`config.mk`:
```
export PLATFORM = sky130hd
export DESIGN_NAME = row_line_centroid_error
export DESIGN_NICKNAME = d
export VERILOG_FILES = /design/src/rlc_pkg.sv /design/src/row_line_centroid_error.sv /design/src/rlc_front.sv /design/src/rlc_queue.sv /design/src/rlc_back.sv
export SDC_FILE = /design/constraint.sdc
export NUM_CORES = 1
export LEC_CHECK = 0
export BUFFER_PORTS_ARGS = -buffer_cell sky130_fd_sc_hd__buf_2
export CORE_ASPECT_RATIO = 0.5
export CORE_MARGIN = 2
export CORE_UTILIZATION = 50
export DETAILED_ROUTE_END_ITERATION = 10
export GPL_TIMING_DRIVEN = 1
export HOLD_SLACK_MARGIN = 0.05
export PLACE_DENSITY = 0.71
export SYNTH_ARGS = -nofsm -noshare
export SYNTH_HDL_FRONTEND = slang
export SYNTH_SLANG_ARGS = --single-unit
```
`constraint.sdc`:
```
create_clock -name clk -period 7 [get_ports clk]
set_clock_uncertainty 0.05 [all_clocks]
set_input_delay 2.1 -clock clk [delete_from_list [all_inputs] [get_ports clk]]
set_output_delay 2.1 -clock clk [all_outputs]
set_load 0.01 [all_outputs]
```
`src/rlc_pkg.sv`:
```
// Package for the row line centroid block: widths, row totals type, register
// indexes and the back-end state type. Used by every module in src.
`timescale 1ns / 1ps

package rlc_pkg;

  localparam int SUM_W   = 20;   // signed sum of column offsets
  localparam int CNT_W   = 10;   // white pixel count, also column width
  localparam int ERR_W   = 10;   // signed line error
  localparam int THR_W   = 8;
  localparam int CTR_W   = 9;
  localparam int PIX_W   = 8;
  localparam int CFG_W   = 9;
  localparam int IDX_W   = 1;
  localparam int OFS_W   = CNT_W + 1;
  localparam int DCNT_W  = $clog2(SUM_W);

  localparam logic [IDX_W-1:0] REG_THRESH = 1'b0;
  localparam logic [IDX_W-1:0] REG_CENTER = 1'b1;

  localparam logic [THR_W-1:0] THRESH_RST = 8'd127;
  localparam logic [CTR_W-1:0] CENTER_RST = 9'd160;

  // Totals of one finished row, handed from the front to the divider.
  typedef struct packed {
    logic signed [SUM_W-1:0] sum;
    logic [CNT_W-1:0]        cnt;
  } row_tot_t;

  typedef struct packed {
    logic full;
    logic empty;
  } q_stat_t;

  typedef enum logic [1:0] {
    BK_IDLE,
    BK_DIV,
    BK_OUT
  } back_state_t;

endpackage

```
`src/row_line_centroid_error.sv`:
```
// From the beat carrying row_end, the row totals pass the queue, the divider
// load and a restoring divide to the result beat; a row without white pixels
// skips the divide. One pixel per cycle while in_stall is low; the two-row
// queue absorbs short rows, and in_stall rises while it is full.
// Reset (rst_n low, synchronous) clears the row totals and the queue, returns
// the divider to idle, and loads threshold 127 and center 160.
`timescale 1ns / 1ps

module row_line_centroid_error #(
  parameter int COLUMNS = 320
) (
  input  logic                              clk,
  input  logic                              rst_n,
  input  logic                              cfg_we,
  input  logic [rlc_pkg::IDX_W-1:0]         cfg_index,
  input  logic [rlc_pkg::CFG_W-1:0]         cfg_data,
  input  logic                              in_valid,
  output logic                              in_stall,
  input  logic [rlc_pkg::PIX_W-1:0]         in_pixel_level,
  input  logic                              in_row_end,
  output logic                              out_valid,
  input  logic                              out_stall,
  output logic signed [rlc_pkg::ERR_W-1:0]  out_line_error,
  output logic [rlc_pkg::CNT_W-1:0]         out_white_count,
  output logic                              out_no_line
);

  logic              push;
  logic              pop;
  rlc_pkg::row_tot_t push_data;
  rlc_pkg::row_tot_t head;
  rlc_pkg::q_stat_t  q_stat;

  rlc_front #(
    .COLUMNS(COLUMNS)
  ) u_front (
    .clk            (clk),
    .rst_n          (rst_n),
    .cfg_we         (cfg_we),
    .cfg_index      (cfg_index),
    .cfg_data       (cfg_data),
    .in_valid       (in_valid),
    .in_stall       (in_stall),
    .in_pixel_level (in_pixel_level),
    .in_row_end     (in_row_end),
    .q_stat         (q_stat),
    .push           (push),
    .push_data      (push_data)
  );

  rlc_queue u_queue (
    .clk       (clk),
    .rst_n     (rst_n),
    .push      (push),
    .push_data (push_data),
    .pop       (pop),
    .head      (head),
    .q_stat    (q_stat)
  );

  rlc_back u_back (
    .clk             (clk),
    .rst_n           (rst_n),
    .head            (head),
    .q_stat          (q_stat),
    .pop             (pop),
    .out_valid       (out_valid),
    .out_stall       (out_stall),
    .out_line_error  (out_line_error),
    .out_white_count (out_white_count),
    .out_no_line     (out_no_line)
  );

endmodule

```
`src/rlc_front.sv`:
```
// Front end: configuration registers, pixel classification and row
// accumulation. Depends on rlc_pkg; pushes finished rows into rlc_queue.
`timescale 1ns / 1ps

module rlc_front #(
  parameter int COLUMNS = 320
) (
  input  logic                        clk,
  input  logic                        rst_n,
  input  logic                        cfg_we,
  input  logic [rlc_pkg::IDX_W-1:0]   cfg_index,
  input  logic [rlc_pkg::CFG_W-1:0]   cfg_data,
  input  logic                        in_valid,
  output logic                        in_stall,
  input  logic [rlc_pkg::PIX_W-1:0]   in_pixel_level,
  input  logic                        in_row_end,
  input  rlc_pkg::q_stat_t            q_stat,
  output logic                        push,
  output rlc_pkg::row_tot_t           push_data
);

  localparam int CIDX_W = $clog2(COLUMNS + 1);

  logic [rlc_pkg::THR_W-1:0]        thr_r;
  logic [rlc_pkg::CTR_W-1:0]        ctr_r;
  logic [CIDX_W-1:0]                col_r, col_nxt;
  logic signed [rlc_pkg::SUM_W-1:0] sum_r, sum_nxt;
  logic [rlc_pkg::CNT_W-1:0]        tally_r, tally_nxt;

  logic                             accept;
  logic                             in_range;
  logic                             white;
  logic signed [rlc_pkg::OFS_W-1:0] offset;

  assign in_stall = q_stat.full;
  assign accept   = in_valid & ~in_stall;
  assign in_range = col_r < CIDX_W'(COLUMNS);
  assign white    = in_pixel_level > thr_r;
  assign offset   = signed'({1'b0, rlc_pkg::CNT_W'(col_r)})
                  - signed'({2'b00, ctr_r});

  always_comb begin
    col_nxt   = col_r;
    sum_nxt   = sum_r;
    tally_nxt = tally_r;
    if (in_range) begin
      col_nxt = col_r + 1'b1;
      if (white) begin
        sum_nxt   = sum_r + rlc_pkg::SUM_W'(offset);
        tally_nxt = tally_r + 1'b1;
      end
    end
  end

  assign push          = accept & in_row_end;
  assign push_data.sum = sum_nxt;
  assign push_data.cnt = tally_nxt;

  always_ff @(posedge clk) begin
    if (!rst_n) begin
      thr_r <= rlc_pkg::THRESH_RST;
      ctr_r <= rlc_pkg::CENTER_RST;
    end else if (cfg_we) begin
      unique case (cfg_index)
        rlc_pkg::REG_THRESH: thr_r <= cfg_data[rlc_pkg::THR_W-1:0];
        rlc_pkg::REG_CENTER: ctr_r <= cfg_data[rlc_pkg::CTR_W-1:0];
        default: ;
      endcase
    end
  end

  always_ff @(posedge clk) begin
    if (!rst_n) begin
      col_r   <= '0;
      sum_r   <= '0;
      tally_r <= '0;
    end else if (accept) begin
      if (in_row_end) begin
        col_r   <= '0;
        sum_r   <= '0;
        tally_r <= '0;
      end else begin
        col_r   <= col_nxt;
        sum_r   <= sum_nxt;
        tally_r <= tally_nxt;
      end
    end
  end

endmodule

```
`src/rlc_queue.sv`:
```
// Two-entry queue of finished row totals between front and divider.
// Depends on rlc_pkg for the row totals type and status struct.
`timescale 1ns / 1ps

module rlc_queue (
  input  logic              clk,
  input  logic              rst_n,
  input  logic              push,
  input  rlc_pkg::row_tot_t push_data,
  input  logic              pop,
  output rlc_pkg::row_tot_t head,
  output rlc_pkg::q_stat_t  q_stat
);

  rlc_pkg::row_tot_t ent_r [2];
  logic              wr_ptr_r;
  logic              rd_ptr_r;
  logic [1:0]        cnt_r;

  assign q_stat.full  = cnt_r == 2'd2;
  assign q_stat.empty = cnt_r == 2'd0;
  assign head         = ent_r[rd_ptr_r];

  always_ff @(posedge clk) begin
    if (push) begin
      ent_r[wr_ptr_r] <= push_data;
    end
  end

  always_ff @(posedge clk) begin
    if (!rst_n) begin
      wr_ptr_r <= 1'b0;
      rd_ptr_r <= 1'b0;
      cnt_r    <= 2'd0;
    end else begin
      if (push) begin
        wr_ptr_r <= ~wr_ptr_r;
      end
      if (pop) begin
        rd_ptr_r <= ~rd_ptr_r;
      end
      case ({push, pop})
        2'b10:   cnt_r <= cnt_r + 2'd1;
        2'b01:   cnt_r <= cnt_r - 2'd1;
        default: cnt_r <= cnt_r;
      endcase
    end
  end

endmodule

```
`src/rlc_back.sv`:
```
// Back end: restoring divider (one quotient bit per cycle) and the output
// register. Depends on rlc_pkg; takes row totals from rlc_queue.
`timescale 1ns / 1ps

module rlc_back (
  input  logic                              clk,
  input  logic                              rst_n,
  input  rlc_pkg::row_tot_t                 head,
  input  rlc_pkg::q_stat_t                  q_stat,
  output logic                              pop,
  output logic                              out_valid,
  input  logic                              out_stall,
  output logic signed [rlc_pkg::ERR_W-1:0]  out_line_error,
  output logic [rlc_pkg::CNT_W-1:0]         out_white_count,
  output logic                              out_no_line
);

  localparam int SW = rlc_pkg::SUM_W;
  localparam int CW = rlc_pkg::CNT_W;

  rlc_pkg::back_state_t state_r, state_nxt;

  logic [SW-1:0]     quo_r;
  logic [CW-1:0]     rem_r;
  logic [CW-1:0]     div_r;
  logic              neg_r;
  logic [rlc_pkg::DCNT_W-1:0] step_r;
  logic              last_step;
  logic              zero_cnt;

  logic [CW:0]       shifted;
  logic [CW:0]       diff;
  logic              qbit;

  logic signed [rlc_pkg::ERR_W-1:0] err_r;
  logic [CW-1:0]                    cnt_out_r;
  logic                             none_r;
  logic [rlc_pkg::ERR_W-1:0]        qmag;

  assign zero_cnt  = head.cnt == '0;
  assign last_step = step_r == rlc_pkg::DCNT_W'(SW - 1);
  assign shifted   = {rem_r, quo_r[SW-1]};
  assign diff      = shifted - {1'b0, div_r};
  assign qbit      = ~diff[CW];
  assign qmag      = quo_r[rlc_pkg::ERR_W-1:0];

  always_comb begin
    state_nxt = state_r;
    unique case (state_r)
      rlc_pkg::BK_IDLE: begin
        if (!q_stat.empty) begin
          state_nxt = zero_cnt ? rlc_pkg::BK_OUT : rlc_pkg::BK_DIV;
        end
      end
      rlc_pkg::BK_DIV: begin
        if (last_step) begin
          state_nxt = rlc_pkg::BK_OUT;
        end
      end
      rlc_pkg::BK_OUT: begin
        if (!out_stall) begin
          state_nxt = rlc_pkg::BK_IDLE;
        end
      end
      default: state_nxt = rlc_pkg::BK_IDLE;
    endcase
  end

  always_comb begin
    pop       = 1'b0;
    out_valid = 1'b0;
    unique case (state_r)
      rlc_pkg::BK_IDLE: pop = ~q_stat.empty;
      rlc_pkg::BK_DIV:  ;
      rlc_pkg::BK_OUT:  out_valid = 1'b1;
      default: ;
    endcase
  end

  always_ff @(posedge clk) begin
    if (!rst_n) begin
      state_r <= rlc_pkg::BK_IDLE;
    end else begin
      state_r <= state_nxt;
    end
  end

  // Divider datapath; the quotient magnitude is negated at the end when the
  // sum was negative, which gives truncation toward zero.
  always_ff @(posedge clk) begin
    if (state_r == rlc_pkg::BK_IDLE && !q_stat.empty) begin
      neg_r     <= head.sum[SW-1];
      quo_r     <= head.sum[SW-1] ? SW'(-head.sum) : SW'(head.sum);
      rem_r     <= '0;
      div_r     <= head.cnt;
      step_r    <= '0;
      cnt_out_r <= head.cnt;
      none_r    <= zero_cnt;
      err_r     <= '0;
    end else if (state_r == rlc_pkg::BK_DIV) begin
      rem_r  <= qbit ? diff[CW-1:0] : shifted[CW-1:0];
      quo_r  <= {quo_r[SW-2:0], qbit};
      step_r <= step_r + 1'b1;
      if (last_step) begin
        err_r <= neg_r ? -signed'({qmag[rlc_pkg::ERR_W-2:0], qbit})
                       :  signed'({qmag[rlc_pkg::ERR_W-2:0], qbit});
      end
    end
  end

  assign out_line_error  = err_r;
  assign out_white_count = cnt_out_r;
  assign out_no_line     = none_r;

`ifndef SYNTHESIS
  a_none_means_empty: assert property (@(posedge clk) disable iff (!rst_n)
    out_valid |-> (out_no_line == (out_white_count == '0)))
    else $error("no_line disagrees with white_count");

  a_none_zero_err: assert property (@(posedge clk) disable iff (!rst_n)
    (out_valid && out_no_line) |-> (out_line_error == '0))
    else $error("line_error nonzero on a row without a line");

  a_div_ends_in_out: assert property (@(posedge clk) disable iff (!rst_n)
    (state_r == rlc_pkg::BK_DIV && last_step) |=> (state_r == rlc_pkg::BK_OUT))
    else $error("divider did not hand its result to the output");

  a_pop_only_idle: assert property (@(posedge clk) disable iff (!rst_n)
    pop |-> (state_r == rlc_pkg::BK_IDLE && !q_stat.empty))
    else $error("queue popped outside idle or while empty");
`endif

endmodule

```
==> run_results.csv, run 1 <==
group,metric,value,unit
timing,tns,0,ns
finish,final_nets,1101,
power,p_per_area,362.2,mW/mm^2
cts,cts-hold-fix-buffers,0,
global_routing,grt_pass1_wl,33160,um
setup_path,end_kind,"flip-flop",
floorplan,core_area,0.01870,mm^2
setup_path,worstPathRequired,7.12,ns
finish,area_growth,10.69,%
global_routing,antenna_found_initial,0,
placement,dpl.hpwl,14250,um
setup_path,regToRegSetupSlack,2.48,ns
cts,cts_buffers,17,
placement,place_ws,2.258,ns
timing,fmax,0.2214,GHz
finish,antenna_cells,0,
synth,synthFlopType,"edfxtp_1",
global_routing,gr-usage-all-layers,20.23,%
placement,io_buffers,46,
finish,n_fill_cell,1596,
floorplan,die_area,0.02058,mm^2
floorplan,die_h,102.4,um
routing,firstDrtPassIters,5,
synth,syn_inst,985,
timing,finalHoldViolCount,0,
cts,cts_resized,0,
worst_hold_path,whs_path_depth,2,
cts,htreeDepth,4,
power,ir_worst_vdd,0.2082,mV
routing,antenna_left,0,
setup_path,worstReg2RegEnd,"u_queue.ent_r[1][29]$_DFFE_PP_",
synth,async_flop_share,0,%
cts,cts_root_buf,"clkbuf_16",
setup_path,path_class,"flip-flop to flip-flop",
synth,yosysMostFrequentCell,"nand2_1",
placement,gp_congestion,0.8734,
timing,setup_viol,0,
cts,post_cts_buffers,0,
setup_path,r2r_cells,20,
power,p_leak,4.149,nW
synth,yosysWarnings,0,
setup_path,crit_fanout,6,
finish,layout-drive-gt1-share,11.59,%
floorplan,die_w,200.9,um
setup_path,start_kind,"flip-flop",
timing,fin_crit_sh,64.53,%
synth,synth_nets,1064,
cts,worstSkewPairLatency,0.43,ns
routing,drc,0,
floorplan,start_util,51.82,%
placement,dpl_cell_area,0.01014,mm^2
cts,cts_tree,"done",
routing,viasPerCell,5.517,
floorplan,rows,35,
setup_path,worst-endpoint-arrival,4.64,ns
job,cap_violations,0,
timing,period_minus_slack,4.517,ns
synth,syn_area,0.009689,mm^2
cts,path_clk_slew,0.07,ns
worst_hold_path,hp-class,"flip-flop to flip-flop",
worst_hold_path,min_from,"u_front.ctr_r[3]$_SDFFE_PN0P_",
synth,synth-edff-count,92,
synth,yosysTopAreaCell,"edfxtp_1",
synth,ys_top_cells_by_area,"edfxtp_1, dfxtp_1, ha_1",
finish,final_cells,1294,
synth,synthesis.area_per_instance,9.837,um^2
floorplan,ios,47,
timing,maxSlewHeadroom,21.64,%
synth,synth_seq_cells,180,
timing,drv_slew,0,
synth,synth_common_cells,"nand2_1, edfxtp_1, dfxtp_1",
synth,synthDominantCellAreaShare,28.51,%
global_routing,grt_pass1_vias,6807,
synth,ys_types,71,
timing,worst-slew-pin-transition,1.171,ns
routing,dr.first_iter.drc_count,434,
routing,routedWlPerCell,15.42,um
finish,final_cell_area,0.01073,mm^2
run_status,outcome,"finished clean",
timing,rsz0062_at_grt,"false",
cts,clock_path_buffers,2,
placement,dpl.cell_count,1262,
cts,cts_num_sinks,180,
routing,via_count,7139,
global_routing,grt-ovfl-total,0,
timing,fin_ws,2.483,ns
global_routing,grt_max_degree,52,
routing,wl,19950,um
synth,ys_seq_area_share,46.69,%
setup_path,timing.rr.start,"u_front.col_r[0]$_SDFFE_PN0P_",
worst_hold_path,hold_path_end,"u_front.ctr_r[3]$_SDFFE_PN0P_",
-- critical path, cell delays in order (launching register included) --
cell	delay [ns]
dfxtp_1	0.39
inv_1	0.06
ha_1	0.22
fa_1	0.41
nor2b_1	0.12
o21ai_0	0.10
a21boi_0	0.24
o21ai_0	0.11
nand2b_1	0.11
a21o_1	0.12
a21oi_1	0.07
xnor2_1	0.19
ha_1	0.36
a21oi_1	0.15
o21ai_0	0.10
a211oi_2	0.39
o21bai_1	0.18
a31oi_1	0.35
xor2_1	0.29
nor2_1	0.08
xor2_1	0.18
-- per-stage QoR --
step	hold WS (ns)	utilization, %	total power, W
detailed placement	0.4010	54.25	0.002932
CTS	0.4100	57.36	0.003896
finish	0.4075	57.36	0.003885
floorplan	0.3863	-	0.002603
global route	0.4368	57.36	0.004131
global placement	0.3990	54.25	0.002882
-- power by group --
part / total [W] / switching [W] / internal, W
combinational: 0.00135 / 0.000813 / 0.000532
sequential: 0.00158 / 0.000178 / 0.00140
clock: 0.000958 / 0.000426 / 0.000532
total: 0.00388 / 0.00142 / 0.00247
-- state kept, by name, indices dropped and copies added, names as in the netlist, 10 cells and up, named ones only --
| register | count |
|---|---|
| u_back.quo_r | 20 |
| u_back.rem_r | 10 |
| u_back.div_r | 10 |
| u_back.out_line_error | 10 |
| u_front.sum_r | 20 |
| u_queue.ent_r | 60 |
| u_front.tally_r | 10 |
-- how the worst max path moves through the flow --
stage,start,end,slack [ns],depth (start not counted)
after floorplan,in_valid,u_queue.ent_r[0][0]$_DFFE_PP_,2.64,4
after global placement,in_pixel_level[1],u_front.sum_r[3]$_SDFFE_PN0P_,2.38,9
after detailed placement,in_pixel_level[1],u_front.sum_r[14]$_SDFFE_PN0P_,2.26,9
after CTS,u_front.col_r[0]$_SDFFE_PN0P_,u_queue.ent_r[0][29]$_DFFE_PP_,2.55,20
after global routing,u_front.col_r[0]$_SDFFE_PN0P_,u_queue.ent_r[0][29]$_DFFE_PP_,2.11,20
final,u_front.col_r[0]$_SDFFE_PN0P_,u_queue.ent_r[1][29]$_DFFE_PP_,2.48,20
-- cell type report --
class,instances,area [um^2],share of cell area (%)
clock inverters,13,148.9,1.388
clock buffers,19,432.9,4.036
inverters,50,187.7,1.750
multi-input cells,721,4831,45.04
well taps,259,324.1,3.021
flip-flops and latches,180,4526,42.20
repair buffers,52,275.3,2.566
-- placed cells by master (no fill, tap or decap), drive strengths merged, types with 4 or more instances in the layout --
master,Yosys,final
nor2,79,79
nor2b,17,17
dfxtp,88,88
and3,9,9
o211ai,12,12
a22o,11,11
a21o,6,6
nor3,17,17
or3,13,13
clkinvlp,0,4
o31ai,6,6
o21ai,74,74
a22oi,12,12
and2,5,5
nand4,11,11
xnor2,42,42
ha,52,52
mux2i,20,20
a21oi,69,69
nand2,116,116
clkbuf,21,19
a211oi,6,6
nor4,8,8
inv,49,54
nand3,9,9
mux2,24,24
buf,13,52
xor2,34,34
nand2b,14,14
a31oi,9,9
edfxtp,92,92
-- per-layer routing --
| metal | global-route usage (%) | share of wire (%) |
|---|---|---|
| met3 | 3.858 | 3.5 |
| met5 | 0 | 0 |
| met2 | 31.99 | 43 |
| met4 | 5.413 | 1.0 |
| met1 | 28.77 | 52 |
-- logic make-up after synthesis --
family	count (synthesis)	share of synthesized area, %
mux	44	4.894
flops	180	46.69
xor+xnor	76	6.870
simple gates	309	15.07
fa+ha+maj	55	7.335
buf+inv	84	3.474
compound gates	237	15.66
No activity file was read; power rests on OpenSTA's default activity.
==> run 2: changes to the inputs <==
--- a/config.mk
+++ b/config.mk
@@ -12,7 +12,7 @@
 export DETAILED_ROUTE_END_ITERATION = 10
 export GPL_TIMING_DRIVEN = 1
 export HOLD_SLACK_MARGIN = 0.05
-export PLACE_DENSITY = 0.71
+export PLACE_DENSITY = 0.74
 export SYNTH_ARGS = -nofsm -noshare
 export SYNTH_HDL_FRONTEND = slang
 export SYNTH_SLANG_ARGS = --single-unit
==> constraint.sdc (replaced) <==
create_clock -name clk -period 3.7 [get_ports clk]
set_clock_uncertainty 0.05 [all_clocks]
set_input_delay 1.11 -clock clk [delete_from_list [all_inputs] [get_ports clk]]
set_output_delay 1.11 -clock clk [all_outputs]
set_load 0.01 [all_outputs]
==> run_results.csv, run 2 (synthesis results as in run 1) <==
group,metric,value,unit
setup_path,worstPathRequired,3.82,ns
timing,fin_ws,-0.07805,ns
placement,gp_congestion,0.8692,
cts,htreeDepth,4,
cts,cts_num_sinks,180,
floorplan,die_h,102.4,um
floorplan,die_w,200.9,um
timing,rsz0062_at_grt,"true",
finish,largest_reg_flops,60,
placement,dpl.cell_count,1304,
global_routing,grtUsageMet2,35.67,%
cts,cts_root_buf,"clkbuf_16",
finish,final_common_cell,"nand2_1",
placement,place_ws,-0.1620,ns
finish,final_nets,1153,
setup_path,start_kind,"flip-flop",
finish,n_fill_cell,1496,
routing,viasPerCell,5.600,
routing,antenna_left,0,
timing,maxSlewHeadroom,44.57,%
finish,regArea,0.004528,mm^2
power,ir_worst_vdd,0.3687,mV
routing,drc,0,
setup_path,regToRegSetupSlack,-0.08,ns
timing,setup_viol,2,
global_routing,gr-usage-all-layers,21.44,%
cts,worstSkewPairLatency,0.44,ns
global_routing,grt_pass1_vias,7202,
job,cap_violations,0,
cts,cts_tree,"done",
finish,final_cell_area,0.01127,mm^2
finish,multiInputGateArea,0.004987,mm^2
floorplan,ios,47,
floorplan,start_util,51.82,%
power,p_leak,4.455,nW
cts,cts-hold-fix-buffers,0,
run_status,outcome,"complete, but fails checks",
worst_hold_path,hp-class,"flip-flop to flip-flop",
finish,final_cells,1346,
global_routing,grt.busiest_layer,"met2",
finish,final_cell_mix,"nand2_1, edfxtp_1, dfxtp_1",
global_routing,grt_pass1_wl,35310,um
floorplan,rows,35,
timing,worst-slew-pin-transition,0.8298,ns
finish,largest_register,"u_queue.ent_r",
timing,tns,-0.1560,ns
power,p_per_area,672.6,mW/mm^2
floorplan,die_area,0.02058,mm^2
cts,clock_path_buffers,2,
routing,via_count,7538,
finish,antenna_cells,0,
finish,top_regs,"u_queue.ent_r x60, u_back.quo_r x20, u_front.sum_r x20",
placement,dpl.hpwl,15070,um
global_routing,antenna_found_initial,0,
routing,firstDrtPassIters,5,
timing,period_minus_slack,3.778,ns
timing,hold_slack,0.4105,ns
timing,drv_slew,0,
routing,wl,21550,um
global_routing,use_met3,4.369,%
global_routing,grt-ovfl-total,0,
finish,layout-drive-gt1-share,18.40,%
global_routing,grt_max_degree,38,
cts,cts_buffers,17,
placement,io_buffers,46,
setup_path,crit_fanout,5,
timing,fin_crit_sh,102.1,%
placement,dpl_cell_area,0.01048,mm^2
timing,fmax,0.2647,GHz
timing,finalHoldViolCount,0,
floorplan,core_area,0.01870,mm^2
setup_path,worst-endpoint-arrival,3.90,ns
setup_path,end_kind,"flip-flop",
global_routing,use_met1,29.15,%
setup_path,path_class,"flip-flop to flip-flop",
run_status,violations,"negative setup slack",
finish,area_growth,16.36,%
routing,dr.first_iter.drc_count,425,
routing,routedWlPerCell,16.01,um
cts,path_clk_slew,0.07,ns
## run 2: cell types whose count changed in the layout (fill, tap and decap cells not counted), moves of 4 or more
cell,change
a21oi_1,-4
a21oi_2,+4
buf_4,+51
ha_1,-5
mux2_2,-5
mux2_4,+5
o21ai_0,-6
o21ai_1,+4
## run 2: timing repair
action | CTS | global route
setup endpoints to repair | 18 | 28
pin swaps | 23 | 18
resized for setup | 16 | 23
buffers inserted | 4 | 6
hold endpoints to repair | 0 | 0
## run 2: metal layers
metal  up-vias  share of wire, %
met4         0               1.0
met5         -                 0
met2       188                45
met3        21               5.0
li1       3721                 -
met1      3608                49
## run 2: through the flow
step | power, W | utilization (%)
floorplan | 0.004927 | -
global placement | 0.005554 | 56.05
detailed placement | 0.005654 | 56.05
CTS | 0.007509 | 59.54
global route | 0.008059 | 60.29
finish | 0.007583 | 60.29
## run 2: critical path, stage by stage, from the launching register on
cell,delay [ns]
dfxtp_2,0.35
inv_2,0.04
ha_4,0.16
fa_2,0.34
nor2b_1,0.13
o21ai_1,0.08
a21boi_1,0.17
o21ai_1,0.08
nand2b_1,0.09
buf_4,0.11
xor2_1,0.14
ha_2,0.33
a21oi_1,0.16
o21ai_1,0.09
a211oi_2,0.27
o21bai_1,0.17
a31oi_1,0.25
xor2_1,0.25
nor2_1,0.09
xor2_1,0.16
## run 2: area by class of cell
type                            count  area share (%)
Clock buffer                       17           3.773
Clock inverter                     15           1.354
Inverter                           50           1.665
Multi-Input combinational cell    721           44.23
Sequential cell                   180           40.16
Tap cell                          259           2.874
Timing Repair Buffer              104           5.937
## run 2: path summary, 6_finish.rpt
check,startpoint,endpoint,depth (start not counted)
min reg2reg,u_front.ctr_r[8]$_SDFFE_PN0P_,u_front.ctr_r[8]$_SDFFE_PN0P_,2
max reg2reg,u_front.col_r[0]$_SDFFE_PN0P_,u_queue.ent_r[0][29]$_DFFE_PP_,19
min,u_front.ctr_r[8]$_SDFFE_PN0P_,u_front.ctr_r[8]$_SDFFE_PN0P_,2
max,u_front.col_r[0]$_SDFFE_PN0P_,u_queue.ent_r[0][29]$_DFFE_PP_,19
## run 2: power by group
group	leakage [nW]	switching [W]	internal, W	total (W)
sequential	1.57	0.000295	0.00266	0.00295
combinational	2.60	0.00165	0.00117	0.00282
clock	0.283	0.000810	0.00100	0.00181
total	4.45	0.00276	0.00483	0.00758
==> run 3: changes to the inputs <==
--- a/config.mk
+++ b/config.mk
@@ -5,6 +5,7 @@
 export SDC_FILE = /design/constraint.sdc
 export NUM_CORES = 1
 export LEC_CHECK = 0
+export ABC_AREA = 1
 export BUFFER_PORTS_ARGS = -buffer_cell sky130_fd_sc_hd__buf_2
 export CORE_ASPECT_RATIO = 0.5
 export CORE_MARGIN = 2
==> run_results.csv, run 3 <==
group,metric,value,unit
cts,worstSkewPairLatency,0.43,ns
cts,cts_num_sinks,180,
synth,synth_top_family_by_area,"simple AND/OR/NAND/NOR gates",
cts,cts_resized,0,
global_routing,gr-usage-all-layers,21.57,%
synth,synthSimpleGateAreaFrac,25.84,%
floorplan,die_h,105.5,um
global_routing,grt-ovfl-total,0,
synth,ys_seq_area_share,43.89,%
routing,routedWlPerCell,13.70,um
routing,viasPerCell,5.195,
routing,wl,22790,um
finish,final_common_cell,"nand2_1",
timing,fmax,0.2917,GHz
setup_path,path_cells,"inv_1 -> ha_1 -> fa_1 -> o21ai_1 -> nand2_1 -> nand2_1 -> a21oi_1 -> o21ai_1 -> a21oi_1 -> nand2_1 -> nand2_1 -> ha_4 -> nand2_2 -> nor2_4 -> nand3_1 -> or2_2 -> nand3_1 -> nand3_1 -> nand2_2 -> inv_1",
synth,synth-edff-count,92,
routing,drc,0,
setup_path,crit_fanout,4,
cts,clock_path_buffers,2,
power,total_power,0.007753,W
cts,cts_root_buf,"clkbuf_16",
job,cap_violations,0,
timing,worst-slew-pin-transition,1.240,ns
timing,fin_ws,0.2723,ns
finish,largest_reg_flops,60,
setup_path,cp_common_cell,"nand2_1",
synth,synthesis.area_per_instance,7.727,um^2
global_routing,grt_pass1_vias,8098,
timing,fin_crit_sh,92.64,%
placement,dpl.hpwl,16530,um
setup_path,start_kind,"flip-flop",
power,p_leak,5.195,nW
setup_path,crit_slowest_cell,"fa_1",
routing,antenna_left,0,
floorplan,ios,47,
finish,area_growth,11.26,%
power,p_per_area,676.0,mW/mm^2
cts,cts_buffers,17,
routing,via_count,8640,
global_routing,antenna_found_initial,0,
synth,ys_top_cells_by_area,"edfxtp_1, dfxtp_1, nand2_1",
placement,gp_congestion,0.8876,
timing,finalHoldViolCount,0,
synth,synthDominantCellAreaShare,26.80,%
synth,yosysTopAreaCell,"edfxtp_1",
synth,muxShareOfSynthArea,0.1335,%
power,ir_worst_vdd,0.3236,mV
cts,cts-hold-fix-buffers,0,
synth,async_flop_share,0,%
floorplan,start_util,50.60,%
cts,htreeDepth,4,
setup_path,end_kind,"flip-flop",
finish,final_nets,1456,
placement,place_ws,0.04314,ns
floorplan,core_area,0.02037,mm^2
finish,antenna_cells,0,
timing,maxSlewHeadroom,17.27,%
setup_path,cp_num_buf_inv,2,
synth,synth_xor_area_share,3.399,%
synth,syn_area,0.01031,mm^2
synth,synth_compound_area_share,11.77,%
synth,synthFlopType,"edfxtp_1",
cts,cts_tree,"done",
run_status,outcome,"finished clean",
timing,tns,0,ns
synth,synth_seq_cells,180,
synth,synth_fa_ha_area_share,6.895,%
setup_path,worstPathRequired,3.84,ns
finish,multiInputGateArea,0.005019,mm^2
setup_path,worst-endpoint-arrival,3.57,ns
timing,period_minus_slack,3.428,ns
synth,ys_types,52,
synth,synth_common_cells,"nand2_1, inv_1, edfxtp_1",
timing,rsz0062_at_grt,"false",
setup_path,cp_top_family,"simple AND/OR/NAND/NOR gates",
synth,syn_inst,1334,
finish,top_regs,"u_queue.ent_r x60, u_back.quo_r x20, u_front.sum_r x20",
global_routing,grt_max_degree,44,
finish,largest_register,"u_queue.ent_r",
synth,yosysMostFrequentCell,"nand2_1",
timing,drv_slew,0,
floorplan,rows,37,
finish,final_cell_mix,"nand2_1, inv_1, edfxtp_1",
finish,n_fill_cell,1864,
global_routing,grt_pass1_wl,38440,um
finish,regArea,0.004526,mm^2
synth,yosysWarnings,0,
cts,path_clk_slew,0.07,ns
timing,setup_viol,0,
finish,layout-drive-gt1-share,10.29,%
routing,dr.first_iter.drc_count,728,
routing,firstDrtPassIters,8,
placement,io_buffers,46,
setup_path,max_stage_delay,0.41,ns
floorplan,die_w,207.1,um
worst_hold_path,hp-class,"flip-flop to flip-flop",
setup_path,path_class,"flip-flop to flip-flop",
cts,post_cts_buffers,0,
floorplan,die_area,0.02185,mm^2
synth,synth_nets,1413,
## run 3: layout make-up
type | count | share of cell area (%)
clock buffer | 18 | 3.742
timing repair buffer | 58 | 2.793
clock inverter | 14 | 1.636
multi-input combinational | 948 | 43.76
inverter | 172 | 5.629
sequential | 180 | 39.46
tap | 273 | 2.978
## run 3: per-layer routing
layer	vias up	track usage [%]	share of wire (%)
met3	10	4.410	5.1
met5	-	0	0
met2	191	34.33	44
li1	4452	-	-
met4	0	4.592	0.61
met1	3987	30.48	50
## run 3: logic make-up after synthesis
logic type,after synthesis
AOI/OAI and AO/OA,216
xor gates and xnor gates,40
adders and majority gates,55
buffers and inverters,206
DFF,180
muxes,1
and+or+nand+nor,636
## run 3: final timing paths
check                                                 endpoint  depth (start not counted)                          start  slack (ns)
worst max register to register  u_queue.ent_r[1][23]$_DFFE_PP_                         20  u_front.col_r[0]$_SDFFE_PN0P_        0.27
worst min register to register   u_front.ctr_r[3]$_SDFFE_PN0P_                          2  u_front.ctr_r[3]$_SDFFE_PN0P_        0.42
worst min-delay path             u_front.ctr_r[3]$_SDFFE_PN0P_                          2  u_front.ctr_r[3]$_SDFFE_PN0P_        0.42
worst max-delay path            u_queue.ent_r[1][23]$_DFFE_PP_                         20  u_front.col_r[0]$_SDFFE_PN0P_        0.27
## run 3: where the power goes
group          switching, W  internal (W)
sequential         0.000258       0.00263
combinational       0.00200       0.00100
clock              0.000880      0.000980
## run 3: worst register-to-register path, stage by stage, from the launching register on
cell	delay (ns)
dfxtp_2	0.36
inv_1	0.07
ha_1	0.23
fa_1	0.41
o21ai_1	0.18
nand2_1	0.07
nand2_1	0.06
a21oi_1	0.10
o21ai_1	0.14
a21oi_1	0.09
nand2_1	0.06
nand2_1	0.10
ha_4	0.31
nand2_2	0.09
nor2_4	0.15
nand3_1	0.07
or2_2	0.30
nand3_1	0.07
nand3_1	0.11
nand2_2	0.12
inv_1	0.06
## run 3: through the flow
step	hold WS [ns]	std cells	cell area, um^2	utilization [%]
finish	0.4213	1663	11470	56.30
global placement	0.3873	1631	10800	53.00
detailed placement	0.4087	1631	10800	53.00
CTS	0.4276	1663	11410	56.03
floorplan	0.3755	1334	10310	-
global route	0.4464	1663	11470	56.30
